==> config.mk <==
export PLATFORM = sky130hd
export DESIGN_NAME = esrf_cfg
export DESIGN_NICKNAME = d
export VERILOG_FILES = /design/src/rtl/core/esrf_pkg.sv /design/src/rtl/core/esrf_cfg.sv
export SDC_FILE = /design/constraint.sdc
export NUM_CORES = 1
export LEC_CHECK = 0
export BUFFER_PORTS_ARGS = -buffer_cell sky130_fd_sc_hd__buf_2
export CAP_MARGIN = 5
export CORE_MARGIN = 2
export CORE_UTILIZATION = 47
export CTS_BUF_LIST = sky130_fd_sc_hd__clkbuf_4
export CTS_CLUSTER_SIZE = 10
export DETAILED_ROUTE_END_ITERATION = 10
export PLACE_DENSITY = 0.88
export RECOVER_POWER = 25
export SYNTH_ARGS = -nofsm -noshare
export SYNTH_HDL_FRONTEND = slang
export SYNTH_SLANG_ARGS = --single-unit
==> constraint.sdc <==
create_clock -name clk -period 0.8 [get_ports clk]
set_input_delay 0.04 -clock clk [delete_from_list [all_inputs] [get_ports clk]]
set_output_delay 0.04 -clock clk [all_outputs]
set_load 0.005 [all_outputs]
==> src/rtl/core/esrf_pkg.sv <==
`timescale 1ns / 1ps
// ----------------------------------------------------------------------------
// esrf_pkg
// Shared types and constants of the soft ellipsoid restoring force block.
// ----------------------------------------------------------------------------
package esrf_pkg;

    typedef enum logic [2:0] {
        CFG_TWO_ELLIPSOIDS    = 3'd0,
        CFG_THREE_DIMENSIONAL = 3'd1,
        CFG_INV_A_SQ          = 3'd2,
        CFG_INV_B_SQ          = 3'd3,
        CFG_INV_BV_SQ         = 3'd4,
        CFG_INV_C_SQ          = 3'd5,
        CFG_STIFFNESS         = 3'd6
    } cfg_index_t;

    localparam logic        RST_TWO_ELLIPSOIDS    = 1'b0;
    localparam logic        RST_THREE_DIMENSIONAL = 1'b1;
    localparam logic [31:0] RST_INV_SQ            = 32'h0100_0000;
    localparam logic [31:0] RST_STIFFNESS         = 32'h0001_0000;

    localparam logic [63:0] Q24_ONE  = 64'h0000_0000_0100_0000;
    localparam logic [48:0] TERM_CAP = 49'h1_0000_0000_0000;

    typedef struct packed {
        logic        two_ellipsoids;
        logic        three_dimensional;
        logic [31:0] inv_a_sq;
        logic [31:0] inv_b_sq;
        logic [31:0] inv_bv_sq;
        logic [31:0] inv_c_sq;
        logic [31:0] stiffness;
    } cfg_t;

    // stiffness * |E| and the sign of E, shared by the three axes
    typedef struct packed {
        logic [95:0] es;
        logic        eneg;
    } energy_t;

endpackage

==> src/rtl/core/esrf_cfg.sv <==
`timescale 1ns / 1ps
// ----------------------------------------------------------------------------
// esrf_cfg
// Configuration register file, written through its own valid/ready channel.
// ----------------------------------------------------------------------------
module esrf_cfg (
    input  logic                clk,
    input  logic                rst_n,
    input  logic                cfg_valid,
    output logic                cfg_ready,
    input  logic [2:0]          cfg_index,
    input  logic [31:0]         cfg_data,
    output esrf_pkg::cfg_t      cfg
);

    esrf_pkg::cfg_t cfg_reg;
    esrf_pkg::cfg_t cfg_next;

    assign cfg_ready = 1'b1;
    assign cfg       = cfg_reg;

    always_comb
    begin
        cfg_next = cfg_reg;
        if (cfg_valid)
        begin
            case (cfg_index)
                esrf_pkg::CFG_TWO_ELLIPSOIDS:    cfg_next.two_ellipsoids    = cfg_data[0];
                esrf_pkg::CFG_THREE_DIMENSIONAL: cfg_next.three_dimensional = cfg_data[0];
                esrf_pkg::CFG_INV_A_SQ:          cfg_next.inv_a_sq          = cfg_data;
                esrf_pkg::CFG_INV_B_SQ:          cfg_next.inv_b_sq          = cfg_data;
                esrf_pkg::CFG_INV_BV_SQ:         cfg_next.inv_bv_sq         = cfg_data;
                esrf_pkg::CFG_INV_C_SQ:          cfg_next.inv_c_sq          = cfg_data;
                esrf_pkg::CFG_STIFFNESS:         cfg_next.stiffness         = cfg_data;
                default:                         cfg_next = cfg_reg;
            endcase
        end
    end

    always_ff @(posedge clk or negedge rst_n)
    begin
        if (!rst_n)
        begin
            cfg_reg.two_ellipsoids    <= esrf_pkg::RST_TWO_ELLIPSOIDS;
            cfg_reg.three_dimensional <= esrf_pkg::RST_THREE_DIMENSIONAL;
            cfg_reg.inv_a_sq          <= esrf_pkg::RST_INV_SQ;
            cfg_reg.inv_b_sq          <= esrf_pkg::RST_INV_SQ;
            cfg_reg.inv_bv_sq         <= esrf_pkg::RST_INV_SQ;
            cfg_reg.inv_c_sq          <= esrf_pkg::RST_INV_SQ;
            cfg_reg.stiffness         <= esrf_pkg::RST_STIFFNESS;
        end
        else
        begin
            cfg_reg <= cfg_next;
        end
    end

endmodule

==> results by group, run 1 <==
Drt
  – DRC Markers: 0
  – Remaining antenna violation count after routing: 0
  – WL final: 17.52 mm
  – Wire length on met1: 7.180 mm
  – TritonRoute pass-1 iters: 5
  – Met2 wire len: 9.295 mm
  – Top layer in use: met4
  – Number of vias per cell: 4.952
  – Avg WL per Cell: 19.73 um
  – Vias: 4397
  – DRT iter0 DRCs: 242
  – Routed met3 length: 718 um

STA
  – Final setup fails: 256
  – Worst slew pin tran: 654.5 ps
  – Setup TNS: -66470 ps
  – Max transition margin: 56.37%
  – Final clock period utilization by the worst path: 160.1%
  – Shortest period the worst path allows: 1281 ps
  – Clock skew: 0 ps
  – Final count of hold timing violations: 0
  – Maximum clock rate: 0.7809 GHz
  – Worst hold slack: 9.938 ps
  – Final max-slew violation count: 0
  – RSZ-0062 raised after global routing: yes
  – Setup ws final: -480.7 ps

Yosys
  – Syn avg cell area: 18.01 um2
  – Register area share after synthesis: 64.26%
  – Syn Nets: 389
  – Post-Syn Area: 0.006320 mm2
  – Ranking of synthesized cells by area: dfrtp_1, mux2_2, mux2_4, dfstp_2, buf_6
  – Most common cell in the netlist: dfrtp_1
  – Post-synth EDFFs: 0
  – Synth top area share: 61.77%
  – Most common library cells after synthesis: dfrtp_1, mux2_2, mux2_4, buf_2
  – Post-synth cell types: 12
  – Post-synth ARST share: 100.0%
  – Top cell type by total area after synthesis: dfrtp_1
  – Mapped Cells: 351
  – Number of synthesized register bits: 162
  – Syn. warnings: 0
  – Ys flop type: dfrtp_1

Floorplan
  – Initial core utilization: 47.91%
  – Num rows: 42
  – Core area: 0.01319 mm2
  – Die W: 120.0 um
  – IO Count: 201
  – Die ar.: 0.01439 mm2
  – Die Y: 120.0 um

Clocking
  – Later-pin clock latency in the skew report: 560 ps
  – Worst-path clk slew: 130 ps
  – H-tree Lvls: 4
  – TritonCTS clock tree: yes
  – Clock Sinks: 162
  – Cts bufs inserted: 17
  – Buffer depth of the longest clock path: 2
  – Root Buffer: clkbuf_4

Status
  – Failing checks: negative setup slack
  – Status: finished with violations

Global routing
  – Initial antenna violation count: 0
  – GRT Overall Usage: 23.56%
  – First-pass GRT wire length: 25.70 mm
  – Largest net degree at the start of global routing: 49
  – Gr ovfl total: 0
  – Vias in the first global route: 4766

Job
  – Max-capacitance violation count: 0

Min path
  – Hold crit path type: in -> reg
  – Hold_sp: cfg_index[1]

Pwr
  – Power Density: 2551 mW/mm2
  – Leakage Power: 4.918 nW
  – Maximum vdd drop: 1649 uV
  – Pwr Total: 24.37 mW

Worst setup path
  – Critical Path End Type: output pin
  – Crit path DAT: 1240 ps
  – Cell Chain, Critical Path: buf_6
  – R2r startpoint: cfg[133]
  – Critical path class: reg -> out
  – Crit-path max FO: 2
  – Crit start category: flip-flop
  – CP startpoint: cfg[152]
  – Crit path max-delay family: flip-flops
  – CP max stage delay: 570 ps
  – Worst EP required: 760 ps
  – CP max-delay cell: dfstp_2
  – CP bufs+invs: 1

Place
  – DP HPWL: 10.26 mm
  – DP Worst Slack: -455.8 ps
  – Routability cong.: 0.8129
  – IO Port Bufs: 199

Finish
  – # diodes: 0
  – Max reg flops: 162
  – Area growth syn-to-layout: 51.18%
  – Layout cell share with drive strength beyond 1: 72.19%
  – Nets: 737
layout make-up:
type	instances	area, um2
flip-flops and latches	162	4061
clock buffers	17	127.6
well taps	176	220.2
fillers	821	3636
multi-input cells	170	2335
clock inverters	15	191.4
repair buffers	348	2619
logic make-up (layout without fill, tap and decap cells):
kind of cell           count (synthesis)  in the layout  synth area share [%]
buffers and inverters                 19            380                 2.138
flip-flops                           162            162                 64.26
multiplexers                         162            162                 32.43
other                                  1              1               0.05934
AND/OR/NAND/NOR                        7              7                 1.109
layer usage:
metal  GRT usage, %  vias up
met5              0        -
met4          9.485        0
met3          6.084       31
met2          41.05      140
met1          27.72     2289
li1               -     1937
stage by stage:
step                cell area (um2)  std cells  util (%)
CTS                            9109        864     69.06
global placement               7835        725     59.40
detailed placement             7835        725     59.40
global route                   9554        888     72.43
floorplan                      6548        351         -
finish                         9554        888     72.43
power by group:
group | switching [mW] | total (mW) | internal [mW]
Combinational | 2.51 | 7.75 | 5.24
Clock | 2.93 | 5.39 | 2.46
Sequential | 1.20 | 11.2 | 10.0
final timing paths:
kind / depth (start not counted) / end / slack (ps)
max: 1 / cfg[152] / -480
min: 4 / cfg[161] / 10
max reg2reg: 3 / cfg[133] / -230
min reg2reg: 1 / cfg[9] / 520
max in group asynchronous: 3 / cfg[152] / -200
min in group asynchronous: 2 / cfg[56] / 380
repair_timing:
action / 4_1_cts / 5_1_grt
hold buffers: 35 / 2
setup buffers: 72 / 64
pin swaps: 0 / 1
endpoints found under the setup margin: 166 / 251
gates resized for setup: 15 / 79
hold endpoints to repair: 324 / 3
cells in the final DEF, fill, tap and decap left out:
master          synthesis  routed
clkbuf_1                0       1
mux2_4                 60     113
dfrtp_1               156     156
clkinvlp_4              0       1
and4bb_2                0       2
nor4b_2                 0       1
clkinv_2                0       5
mux2_2                102      49
nor4bb_2                0       1
dlygate4sd3_1           0      35
clkinv_1                0       1
dlymetal6s4s_1          0       1
buf_6                   6      78
nand4b_1                3       3
conb_1                  1       1
bufinv_16               0       4
clkbuf_4                0      18
buf_12                  0       9
buf_4                   1      28
dfstp_2                 6       6
buf_2                  12     195
clkinv_4                0       4
Note: power is estimated with default switching activity, not from simulation.
==> run 2, diff against run 1 <==
==> constraint.sdc (replaced) <==
create_clock -name clk -period 0.8 [get_ports clk]
set_input_delay 0.08 -clock clk [delete_from_list [all_inputs] [get_ports clk]]
set_output_delay 0.08 -clock clk [all_outputs]
set_load 0.005 [all_outputs]
==> results by group, run 2 (same netlist as run 1, synthesis figures left out) <==
Global routing
  – Vias in the first global route: 4783 (was 4766)
  – GRT Overall Usage: 23.16% (was 23.56%)
  – Met2 Track Usage GR: 40.06% (was 41.05%)
  – Met3 Track Usage GR: 5.703% (was 6.084%)
  – First-pass GRT wire length: 25.62 mm (was 25.70 mm)
  – Grt met1 use: 28.27% (was 27.72%)
  – Initial antenna violation count: 1 (was 0)
  – GR peak layer: met2 (unchanged)
  – Largest net degree at the start of global routing: 39 (was 49)
  – Gr ovfl total: 0 (unchanged)

Worst setup path
  – R2R Setup Slk: -240 ps (was -230 ps)
  – Crit path DAT: 1200 ps (was 1240 ps)
  – Reg2reg path depth: 3 (unchanged)
  – CP Capture Point: cfg[88] (was cfg[152])
  – Crit path max-delay family: flip-flops (unchanged)
  – CP bufs+invs: 1 (unchanged)
  – Crit-path max FO: 2 (unchanged)
  – Crit start category: flip-flop (unchanged)
  – R2r startpoint: cfg[129] (was cfg[133])
  – Cell Chain, Critical Path: buf_6 (unchanged)
  – CP max-delay cell: dfstp_2 (unchanged)
  – Critical Path Stages: 1 (unchanged)
  – CP max stage delay: 570 ps (about the same)
  – Critical path class: reg -> out (unchanged)
  – Critical Path End Type: output pin (unchanged)
  – CP startpoint: cfg[88] (was cfg[152])
  – Worst EP required: 720 ps (was 760 ps)
  – R2r endpoint: cfg[129] (was cfg[133])

Floorplan
  – Die ar.: 0.01439 mm2 (unchanged)
  – Die W: 120.0 um (unchanged)
  – Num rows: 42 (unchanged)
  – Core area: 0.01319 mm2 (unchanged)
  – IO Count: 201 (unchanged)
  – Die Y: 120.0 um (unchanged)
  – Initial core utilization: 47.91% (unchanged)

Pwr
  – Leakage Power: 4.851 nW (was 4.918 nW)
  – Switching share of power: 27.32% (was 27.27%)
  – Clock power share: 18.7% (was 22.1%)
  – Maximum vdd drop: 1516 uV (was 1649 uV)
  – P_sw: 6.345 mW (was 6.645 mW)
  – Register share of total power: 48.5% (was 46.1%)
  – Combinational Power Share: 32.8% (was 31.8%)
  – Power Density: 2467 mW/mm2 (was 2551 mW/mm2)
  – Internal power: 16.88 mW (was 17.73 mW)

Clocking
  – Later-pin clock latency in the skew report: 510 ps (was 560 ps)
  – Clock Sinks: 162 (unchanged)
  – H-tree Lvls: 4 (unchanged)
  – Worst-path clk slew: 130 ps (about the same)
  – Cts bufs inserted: 17 (unchanged)
  – Buffer depth of the longest clock path: 2 (unchanged)
  – Root Buffer: clkbuf_4 (unchanged)
  – TritonCTS clock tree: yes (unchanged)
  – CTS Hold Bufs: 33 (was 35)

Finish
  – Area of the multi-input gates: 0.002338 mm2 (was 0.002335 mm2)
  – Layout cell share with drive strength beyond 1: 72.14% (was 72.19%)
  – Area growth syn-to-layout: 48.98% (was 51.18%)
  – Max reg flops: 162 (unchanged)
  – Nets: 732 (was 737)
  – Leading cell types in the layout, fill and taps excluded: buf_2, dfrtp_1, mux2_4 (unchanged)
  – Most common cell after layout, fill and taps aside: buf_2 (unchanged)
  – Reg area: 0.004061 mm2 (unchanged)
  – Layout filler cell count: 833 (was 821)
  – Fin util: 71.38% (was 72.43%)

Drt
  – Number of vias per cell: 5.005 (was 4.952)
  – Avg WL per Cell: 19.66 um (was 19.73 um)
  – TritonRoute pass-1 iters: 4 (was 5)
  – Vias: 4424 (was 4397)
  – Remaining antenna violation count after routing: 0 (unchanged)
  – WL final: 17.38 mm (was 17.52 mm)
  – DRC Markers: 0 (unchanged)
  – DRT iter0 DRCs: 201 (was 242)

STA
  – Final count of hold timing violations: 1 (was 0)
  – Worst hold slack: -17.13 ps (was 9.938 ps)
  – RSZ-0062 raised after global routing: yes (unchanged)
  – Clock skew: 0 ps (unchanged)
  – Final clock period utilization by the worst path: 159.6% (was 160.1%)
  – Final max-slew violation count: 0 (unchanged)
  – Max transition margin: 58.03% (was 56.37%)
  – Worst slew pin tran: 629.6 ps (was 654.5 ps)
  – Setup ws final: -476.7 ps (was -480.7 ps)
  – Final setup fails: 253 (was 256)
  – Setup TNS: -64950 ps (was -66470 ps)
  – Maximum clock rate: 0.7833 GHz (was 0.7809 GHz)
  – Shortest period the worst path allows: 1277 ps (was 1281 ps)

Place
  – DP Worst Slack: -491.0 ps (was -455.8 ps)
  – Routability cong.: 0.8043 (was 0.8129)
  – IO Port Bufs: 199 (unchanged)
  – DP HPWL: 10.33 mm (was 10.26 mm)

Min path
  – Hold crit path type: in -> reg (unchanged)

Job
  – Max-capacitance violation count: 0 (unchanged)

Status
  – Status: finished with violations (unchanged)
  – Failing checks: negative hold slack, negative setup slack (was negative setup slack)
==> run 2: power by group through the flow <==
stage	clock network (mW)	logic [mW]	registers [mW]
floorplan	0	2.38	11.2
detailed placement	0	5.27	11.2
global placement	0	5.08	11.1
global route	4.81	8.10	11.4
finish	4.34	7.62	11.3
CTS	4.44	6.71	11.0
==> run 2: timing repair <==
item | in CTS | in global routing
resized for setup | 10 | 76
setup endpoints to repair | 164 | 246
buffers inserted | 72 | 46
gates cloned | 0 | 0
hold endpoints to repair | 324 | 11
==> run 2: layout make-up <==
type / instances / share of cell area [%]
Antenna cell: 1 / 0.02658
Clock buffer: 23 / 1.834
Clock inverter: 9 / 0.7176
Multi-Input combinational cell: 170 / 24.84
Sequential cell: 162 / 43.14
Tap cell: 176 / 2.339
Timing Repair Buffer: 343 / 27.11
==> run 2: worst min-delay path by stage <==
stage                     depth (start not counted)          from  slack [ps]        to
after detailed placement                          1         rst_n         -50  cfg[101]
final                                             3  cfg_index[0]         -20  cfg[161]
after floorplan                                   0         rst_n        -220    cfg[0]
after global routing                              3  cfg_index[0]         -70  cfg[161]
after CTS                                         2         rst_n         -80   cfg[37]
after global placement                            1         rst_n         -50  cfg[157]
==> run 2: worst min-delay path: stages <==
cell	delay, ps
buf_2	140
nor4b_2	60
mux2_2	200
==> run 2: through the flow <==
| step | hold slack, ps | instance area (um2) | power, mW | std cells |
|---|---|---|---|---|
| after CTS | -81.55 | 9004 | 22.14 | 864 |
| after floorplan | -215.6 | 6548 | 13.61 | 351 |
| after global routing | -69.33 | 9415 | 24.33 | 884 |
| after detailed placement | -47.36 | 7850 | 16.47 | 727 |
| final | -17.13 | 9415 | 23.22 | 884 |
| after global placement | -47.28 | 7850 | 16.15 | 727 |
==> run 2: metal layers <==
| layer | vias up | share of wire (%) |
|---|---|---|
| met5 | - | 0 |
| met4 | 0 | 1.6 |
| met3 | 24 | 4.9 |
| met2 | 153 | 54 |
| met1 | 2313 | 40 |
| li1 | 1934 | - |
